==> config.mk <==
export PLATFORM = sky130hd
export DESIGN_NAME = sm3_hash_engine
export DESIGN_NICKNAME = d
export VERILOG_FILES = /design/src/rtl/sm3_pkg.sv /design/src/rtl/sm3_hash_engine.sv /design/src/rtl/sm3_core.sv
export VERILOG_INCLUDE_DIRS = /design/src /design/src/rtl
export SDC_FILE = /design/constraint.sdc
export NUM_CORES = 2
export LEC_CHECK = 0
export BUFFER_PORTS_ARGS = -buffer_cell sky130_fd_sc_hd__buf_2
export CORE_UTILIZATION = 45
export CTS_BUF_LIST = sky130_fd_sc_hd__clkbuf_8
export CTS_CLUSTER_DIAMETER = 40
export CTS_CLUSTER_SIZE = 20
export DETAILED_ROUTE_END_ITERATION = 12
export PLACE_DENSITY = 0.59
export SLEW_MARGIN = 20
export SYNTH_ARGS = -nofsm -noshare
export SYNTH_HDL_FRONTEND = slang
export SYNTH_SLANG_ARGS = --single-unit
==> constraint.sdc <==
create_clock -name i_clk -period 10.01 [get_ports i_clk]
set_input_delay 0.5005 -clock i_clk [delete_from_list [all_inputs] [get_ports i_clk]]
set_output_delay 0.5005 -clock i_clk [all_outputs]
set_load 0.01 [all_outputs]
==> src/rtl/sm3_hash_engine_defines.svh <==
// ----------------------------------------------------------------------------
// SM3 hash engine assertion macros
// Property wrappers for the engine's assertions.
// ----------------------------------------------------------------------------
`ifndef SM3_HASH_ENGINE_DEFINES_SVH
`define SM3_HASH_ENGINE_DEFINES_SVH

// Implication checked on every edge outside reset.
`define SM3_ASSERT_IMPL(label, clk, rst_n, ante, cons, msg) \
    label: assert property (@(posedge clk) disable iff (!rst_n) (ante) |-> (cons)) \
        else $error(msg);

// Next-cycle implication checked outside reset.
`define SM3_ASSERT_NEXT(label, clk, rst_n, ante, cons, msg) \
    label: assert property (@(posedge clk) disable iff (!rst_n) (ante) |=> (cons)) \
        else $error(msg);

`endif

==> src/rtl/sm3_pkg.sv <==
// ----------------------------------------------------------------------------
// SM3 package
// Constants, types and round functions shared by the engine modules.
// ----------------------------------------------------------------------------
package sm3_pkg;

    localparam int WordWidth  = 32;
    localparam int BlockWords = 16;
    localparam int Rounds     = 64;

    localparam logic [31:0] TLow   = 32'h79cc4519;
    localparam logic [31:0] THigh  = 32'h7a879d8a;
    localparam logic [7:0]  PadByte = 8'h80;

    typedef logic [31:0] t_word;

    localparam t_word Iv [8] = '{
        32'h7380166f, 32'h4914b2b9, 32'h172442d7, 32'hda8a0600,
        32'ha96f30bc, 32'h163138aa, 32'he38dee4d, 32'hb0fb0e4e
    };

    // Control from the sequencer to the compression core.
    typedef struct packed {
        logic       start;
        logic [5:0] round;
    } t_core_ctl;

    function automatic t_word rotl(input t_word x, input logic [4:0] n);
        logic [63:0] d;
        d = {x, x} << n;
        return d[63:32];
    endfunction

    function automatic t_word perm0(input t_word x);
        return x ^ rotl(x, 5'd9) ^ rotl(x, 5'd17);
    endfunction

    function automatic t_word perm1(input t_word x);
        return x ^ rotl(x, 5'd15) ^ rotl(x, 5'd23);
    endfunction

endpackage

==> src/rtl/sm3_hash_engine.sv <==
// A word that completes no block is accepted while idle; each block compression
// runs load, 64 rounds and chain update, with o_stall high throughout.
// A last word adds up to 18 padding writes and 1 or 2 compressions, then
// the eight digest words, which hold while the output is stalled.
// No new word is taken during padding, compression or digest output.
// Reset (synchronous, active low) loads the initial chaining value and clears control state, not r_buf.
// ----------------------------------------------------------------------------
// SM3 hash engine
// Buffers words, pads the message and drives the compression core.
// ----------------------------------------------------------------------------
`include "sm3_hash_engine_defines.svh"
module sm3_hash_engine
    import sm3_pkg::*;
(
    input  logic        i_clk,
    input  logic        i_rst_n,
    input  logic        i_valid,
    output logic        o_stall,
    input  logic [31:0] i_data_word,
    input  logic [2:0]  i_valid_bytes,
    input  logic        i_last_word,
    output logic        o_valid,
    input  logic        i_stall,
    output logic [31:0] o_digest_word,
    output logic [2:0]  o_word_index,
    output logic        o_digest_last
);
    typedef enum logic [4:0] {
        S_IDLE  = 5'b00001,
        S_PAD   = 5'b00010,
        S_ROUND = 5'b00100,
        S_CHAIN = 5'b01000,
        S_OUT   = 5'b10000
    } t_state;

    t_state      r_state, n_state;
    t_word       r_buf [BlockWords];
    t_word       r_chain [8];
    logic [63:0] r_len;
    logic [3:0]  r_fill;
    logic [6:0]  r_round;
    logic [1:0]  r_pad;    // words of padding pending before zero fill: 80 word
    // r_padding marks a message in its padding phase; r_fin marks the final block.
    logic        r_padding;
    logic        r_fin;
    logic [2:0]  r_oidx;
    logic        r_ovalid;
    t_word       core_regs [8];
    t_core_ctl   ctl;
    t_word       wr_word;
    logic        wr_en;
    logic        acc;
    t_word       lw;
    logic [2:0]  nb;
    logic [63:0] len_add;

    assign acc = i_valid && !o_stall;
    assign o_stall = (r_state != S_IDLE);
    assign ctl.start = (r_state == S_ROUND) && (r_round == 7'd0);
    assign ctl.round = r_round[5:0] - 6'd1;

    sm3_core u_core (
        .i_clk  (i_clk),
        .i_rst_n(i_rst_n),
        .i_ctl  (ctl),
        .i_blk  (r_buf),
        .i_chain(r_chain),
        .o_regs (core_regs)
    );

    always_comb begin
        nb = (i_valid_bytes > 3'd4) ? 3'd4 : i_valid_bytes;
        unique case (nb)
            3'd0:    lw = {PadByte, 24'h0};
            3'd1:    lw = {i_data_word[31:24], PadByte, 16'h0};
            3'd2:    lw = {i_data_word[31:16], PadByte, 8'h0};
            3'd3:    lw = {i_data_word[31:8], PadByte};
            default: lw = i_data_word;
        endcase
        len_add = i_last_word ? {58'd0, nb, 3'd0} : 64'd32;
        wr_en   = 1'b0;
        wr_word = i_data_word;
        n_state = r_state;
        unique case (r_state)
            S_IDLE: if (acc) begin
                wr_en   = 1'b1;
                wr_word = i_last_word ? lw : i_data_word;
                if (r_fill == 4'd15) n_state = S_ROUND;
                else if (i_last_word) n_state = S_PAD;
            end
            S_PAD: begin
                wr_en = 1'b1;
                if (r_pad != 2'd0) wr_word = {PadByte, 24'h0};
                else if (r_fill == 4'd14 && !r_padding) wr_word = r_len[63:32];
                else if (r_fill == 4'd15 && !r_padding) wr_word = r_len[31:0];
                else wr_word = '0;
                if (r_fill == 4'd15) n_state = S_ROUND;
            end
            S_ROUND: if (r_round == 7'd64) n_state = S_CHAIN;
            S_CHAIN: begin
                if (r_fin) n_state = S_OUT;
                else if (r_padding || r_pad != 2'd0) n_state = S_PAD;
                else n_state = S_IDLE;
            end
            S_OUT: if (!i_stall && r_oidx == 3'd7) n_state = S_IDLE;
            default: n_state = S_IDLE;
        endcase
    end

    always_ff @(posedge i_clk) begin
        if (wr_en) r_buf[r_fill] <= wr_word;
        if (!i_rst_n) begin
            r_state   <= S_IDLE;
            r_len     <= '0;
            r_fill    <= '0;
            r_round   <= '0;
            r_pad     <= '0;
            r_padding <= 1'b0;
            r_fin     <= 1'b0;
            r_oidx    <= '0;
            r_ovalid  <= 1'b0;
            for (int k = 0; k < 8; k++) r_chain[k] <= Iv[k];
        end else begin
            r_state  <= n_state;
            r_ovalid <= (n_state == S_OUT);
            if (wr_en) r_fill <= r_fill + 4'd1;
            unique case (r_state)
                S_IDLE: if (acc) begin
                    r_len <= r_len + len_add;
                    if (i_last_word) begin
                        r_pad     <= (nb == 3'd4) ? 2'd1 : 2'd0;
                        // A short last word in slot 13 leaves room for the length.
                        r_padding <= !(r_fill == 4'd13 && nb != 3'd4);
                    end
                end
                S_PAD: begin
                    if (r_pad != 2'd0) r_pad <= r_pad - 2'd1;
                    else if (r_fill == 4'd13 && r_padding) r_padding <= 1'b0;
                    else if (r_fill == 4'd15 && !r_padding) r_fin <= 1'b1;
                    // A pending 80 word landing on slot 13 leaves room for length.
                    if (r_pad != 2'd0 && r_fill == 4'd13) r_padding <= 1'b0;
                    // Fill past slot 13 while still padding forces an extra block.
                end
                S_ROUND: r_round <= (r_round == 7'd64) ? 7'd0 : r_round + 7'd1;
                S_CHAIN: begin
                    for (int k = 0; k < 8; k++) r_chain[k] <= r_chain[k] ^ core_regs[k];
                    r_fin <= 1'b0;
                end
                S_OUT: if (!i_stall) begin
                    r_oidx <= r_oidx + 3'd1;
                    if (r_oidx == 3'd7) begin
                        for (int k = 0; k < 8; k++) r_chain[k] <= Iv[k];
                        r_len     <= '0;
                        r_fill    <= '0;
                        r_padding <= 1'b0;
                        r_pad     <= '0;
                    end
                end
                default: ;
            endcase
        end
    end

    assign o_valid       = r_ovalid;
    assign o_digest_word = r_chain[r_oidx];
    assign o_word_index  = r_oidx;
    assign o_digest_last = (r_oidx == 3'd7);

    `SM3_ASSERT_IMPL(a_no_accept_busy, i_clk, i_rst_n, r_state != S_IDLE, o_stall, "accept while busy")
    `SM3_ASSERT_IMPL(a_round_range, i_clk, i_rst_n, 1'b1, r_round <= 7'd64, "round overrun")
    `SM3_ASSERT_NEXT(a_out_idx, i_clk, i_rst_n, o_valid && !i_stall && r_oidx != 3'd7, r_oidx == $past(r_oidx) + 3'd1, "digest index skip")
endmodule

==> src/rtl/sm3_core.sv <==
// ----------------------------------------------------------------------------
// SM3 compression core
// One round per cycle over a 16-word sliding expansion window.
// ----------------------------------------------------------------------------
module sm3_core
    import sm3_pkg::*;
(
    input  logic      i_clk,
    input  logic      i_rst_n,
    input  t_core_ctl i_ctl,
    input  t_word     i_blk [BlockWords],
    input  t_word     i_chain [8],
    output t_word     o_regs [8]
);
    t_word r_w [BlockWords];
    t_word r_v [8];
    t_word n_w [BlockWords];
    t_word n_v [8];
    t_word w_new, a12, ss1, ss2, ffv, ggv, tt1, tt2, tj;
    logic  early;

    always_comb begin
        w_new = perm1(r_w[0] ^ r_w[7] ^ rotl(r_w[13], 5'd15))
                ^ rotl(r_w[3], 5'd7) ^ r_w[10];
        early = (i_ctl.round < 6'd16);
        tj    = early ? TLow : THigh;
        a12   = rotl(r_v[0], 5'd12);
        ss1   = rotl(a12 + r_v[4] + rotl(tj, i_ctl.round[4:0]), 5'd7);
        ss2   = ss1 ^ a12;
        ffv   = early ? (r_v[0] ^ r_v[1] ^ r_v[2])
                      : ((r_v[0] & r_v[1]) | (r_v[0] & r_v[2]) | (r_v[1] & r_v[2]));
        ggv   = early ? (r_v[4] ^ r_v[5] ^ r_v[6])
                      : ((r_v[4] & r_v[5]) | (~r_v[4] & r_v[6]));
        tt1   = ffv + r_v[3] + ss2 + (r_w[0] ^ r_w[4]);
        tt2   = ggv + r_v[7] + ss1 + r_w[0];
        if (i_ctl.start) begin
            n_w = i_blk;
            n_v = i_chain;
        end else begin
            for (int k = 0; k < BlockWords - 1; k++) n_w[k] = r_w[k+1];
            n_w[BlockWords-1] = w_new;
            n_v[0] = tt1;
            n_v[1] = r_v[0];
            n_v[2] = rotl(r_v[1], 5'd9);
            n_v[3] = r_v[2];
            n_v[4] = perm0(tt2);
            n_v[5] = r_v[4];
            n_v[6] = rotl(r_v[5], 5'd19);
            n_v[7] = r_v[6];
        end
    end

    always_ff @(posedge i_clk) begin
        r_w <= n_w;
        if (!i_rst_n) begin
            for (int k = 0; k < 8; k++) r_v[k] <= '0;
        end else begin
            r_v <= n_v;
        end
    end

    assign o_regs = r_v;
endmodule
==> qor.yml <==
synth-main-ff-cell: "dfxtp_1"
port_buffers: 77
critical_path.most_common_cell: "buf_4"
final.min_clock_period_ns: 9.654
critical_path_class: "reg2reg"
areaGrowthSynthToFinish_pct: 11.77
grt_pass1_wl_mm: 346.8
path_max_fanout: 24
dpl.hpwl_mm: 167.9
cts_tree: "yes"
fin_ws_ns: 0.3564
ys_ff_latch: 1621
yosysWarnings: 0
path_clk_slew_ns: 0.07
start_util: 0.4541
max_freq_mhz: 103.6
status: "finished clean"
cts_buffers: 218
relSlewSlack: 0.2634
dp_cells: 9394
final_cell_mix: "nand2_1 (2220), dfxtp_1 (1105), edfxtp_1 (512)"
cts.sinks: 1621
hold_path_class: "in2reg"
synth.net_count: 7824
antenna_found_initial: 10
layout_commonest_cell: "nand2_1"
period_share: 0.9644
crit_arrival_ns: 10.49
vias: 53333
clock_path_buffers: 3
coreArea_sq_um: 158600
netlist_area_sq_um: 72000
clock_latency_ns: 1.00
grt_max_degree: 192
overflow: 0
wl_per_cell_microns: 24.42
finalSetupViolations: 0
postRouteAntennaNets: 0
drc: 0
routed_wirelength_mm: 239.9
worstMarginPinSlew_ns: 1.101
endpoint_kind: "flop"
yosysSeqAreaShare: 0.5219
synth_edf_count: 512
cp_top_family: "compound AO/OA/AOI/OAI gates"
design.die.area_sq_um: 161600
synth-async-reset-ratio: 0
drt_pass1_iterations: 8
avgSynthCellArea_sq_um: 9.618
critPathBufInv: 10
start_kind: "flop"
cp_slowest_cell: "fa_1"
grt_pass1_vias: 50218
rows: 146
hold_viol: 0
drive_gt1_frac: 0.1013
die_h_microns: 402.0
io-pin-count: 78
routabilityCongestion: 1.037
grt_use_total: 0.2928
yosysUniqueCellTypes: 94
max_stage_delay_ns: 0.53
drt_iter0_drc: 5447
reg2reg_slack_ns: 0.36
syn_inst: 7486
drv_slew: 0
finalNonFillerCells: 9824
htreeDepth: 4
cap_violations: 0
dp_slack_ns: 0.1658
cts_root_buffer: "clkbuf_8"
die_w_microns: 402.0
hold_ws_ns: 0.1562
final_nets: 7890
via_per_inst: 5.429
fin_skew_ns: 0.05737
required_ns: 10.84
[worst paths after layout]
kind | startpoint | to | depth (start not counted)
worst max-delay path | r_round[0] | u_core.o_regs[254] | 42
worst min-delay path | i_valid_bytes[0] | r_len[3] | 6
worst max register to register | r_round[0] | u_core.o_regs[254] | 42
worst min register to register | r_buf[313] | u_core.r_w[313] | 2
[layout make-up]
class | instances | area [sq um]
repair buffers | 210 | 1506
clock inverters | 176 | 2145
well taps | 2072 | 2592
fillers | 14583 | 78080
inverters | 335 | 1267
flip-flops and latches | 1621 | 37590
multi-input cells | 5166 | 32090
clock buffers | 238 | 3276
diodes | 6 | 15.01
[worst reg2reg max path: cells and delay by family, from the launching register on]
family | cells | cell delay, ns
AOI/OAI and AO/OA | 19 | 3.98
buffers and inverters | 10 | 1.71
DFF | 1 | 0.34
xor gates and xnor gates | 1 | 0.16
adders and majority gates | 6 | 2.28
and+or+nand+nor | 6 | 1.07
[through the flow]
stage	setup TNS, ns	util	cell area (sq um)
after floorplan	0	-	72020
after global placement	0	0.4720	74830
after detailed placement	0	0.4720	74830
after CTS	0	0.5065	80310
after global routing	-0.03120	0.5075	80480
final	0	0.5076	80480
[logic make-up (layout without fill, tap and decap cells)]
| logic type | count (synthesis) | count (layout) | share of synthesized area |
|---|---|---|---|
| AOI/OAI and AO/OA | 1056 | 1056 | 0.08499 |
| xor gates and xnor gates | 629 | 629 | 0.07837 |
| adders and majority gates | 300 | 300 | 0.07177 |
| buffers and inverters | 699 | 959 | 0.03658 |
| DFF | 1621 | 1621 | 0.5219 |
| muxes | 175 | 175 | 0.03649 |
| other | 0 | 6 | 0 |
| and+or+nand+nor | 3006 | 3006 | 0.1699 |
[cells in the mapped netlist (all sizes together) (43+ instances only)]
master	number	area share
a21o	45	0.0047
a21oi	505	0.035
and3	155	0.014
clkbuf	336	0.018
dfxtp	1109	0.31
edfxtp	512	0.21
fa	189	0.053
ha	109	0.019
inv	334	0.017
mux2i	69	0.0096
mux4	66	0.021
nand2	2222	0.12
nand3	70	0.0049
nor2	383	0.020
nor3	43	0.0031
o21ai	285	0.020
xnor2	346	0.042
xor2	275	0.033
[per-layer routing]
metal	track usage	up-vias	share of wire
li1	-	24938	-
met1	0.4032	26298	0.44
met2	0.4624	1723	0.46
met3	0.04380	364	0.062
met4	0.1178	10	0.041
met5	0	-	0.00031
[sequential cells by signal (all words and copies together) (netlist names)]
| name | flops |
|---|---|
| o_valid | 1 |
| o_word_index | 3 |
| r_buf | 512 |
| r_chain | 256 |
| r_fill | 4 |
| r_fin | 1 |
| r_len | 61 |
| r_pad | 2 |
| r_padding | 1 |
| r_round | 7 |
| r_state | 5 |
| u_core.o_regs | 256 |
| u_core.r_w | 512 |
[repair_timing]
item | CTS | global route
buffers inserted | 0 | 4
gates resized for setup | 0 | 23
endpoints found under the hold margin | 9 | 0
hold buffers | 6 | 0
setup endpoints to repair | 0 | 41
Power is not shown: default switching activity piles up to over one toggle a cycle in this logic, so the estimate is an artifact.
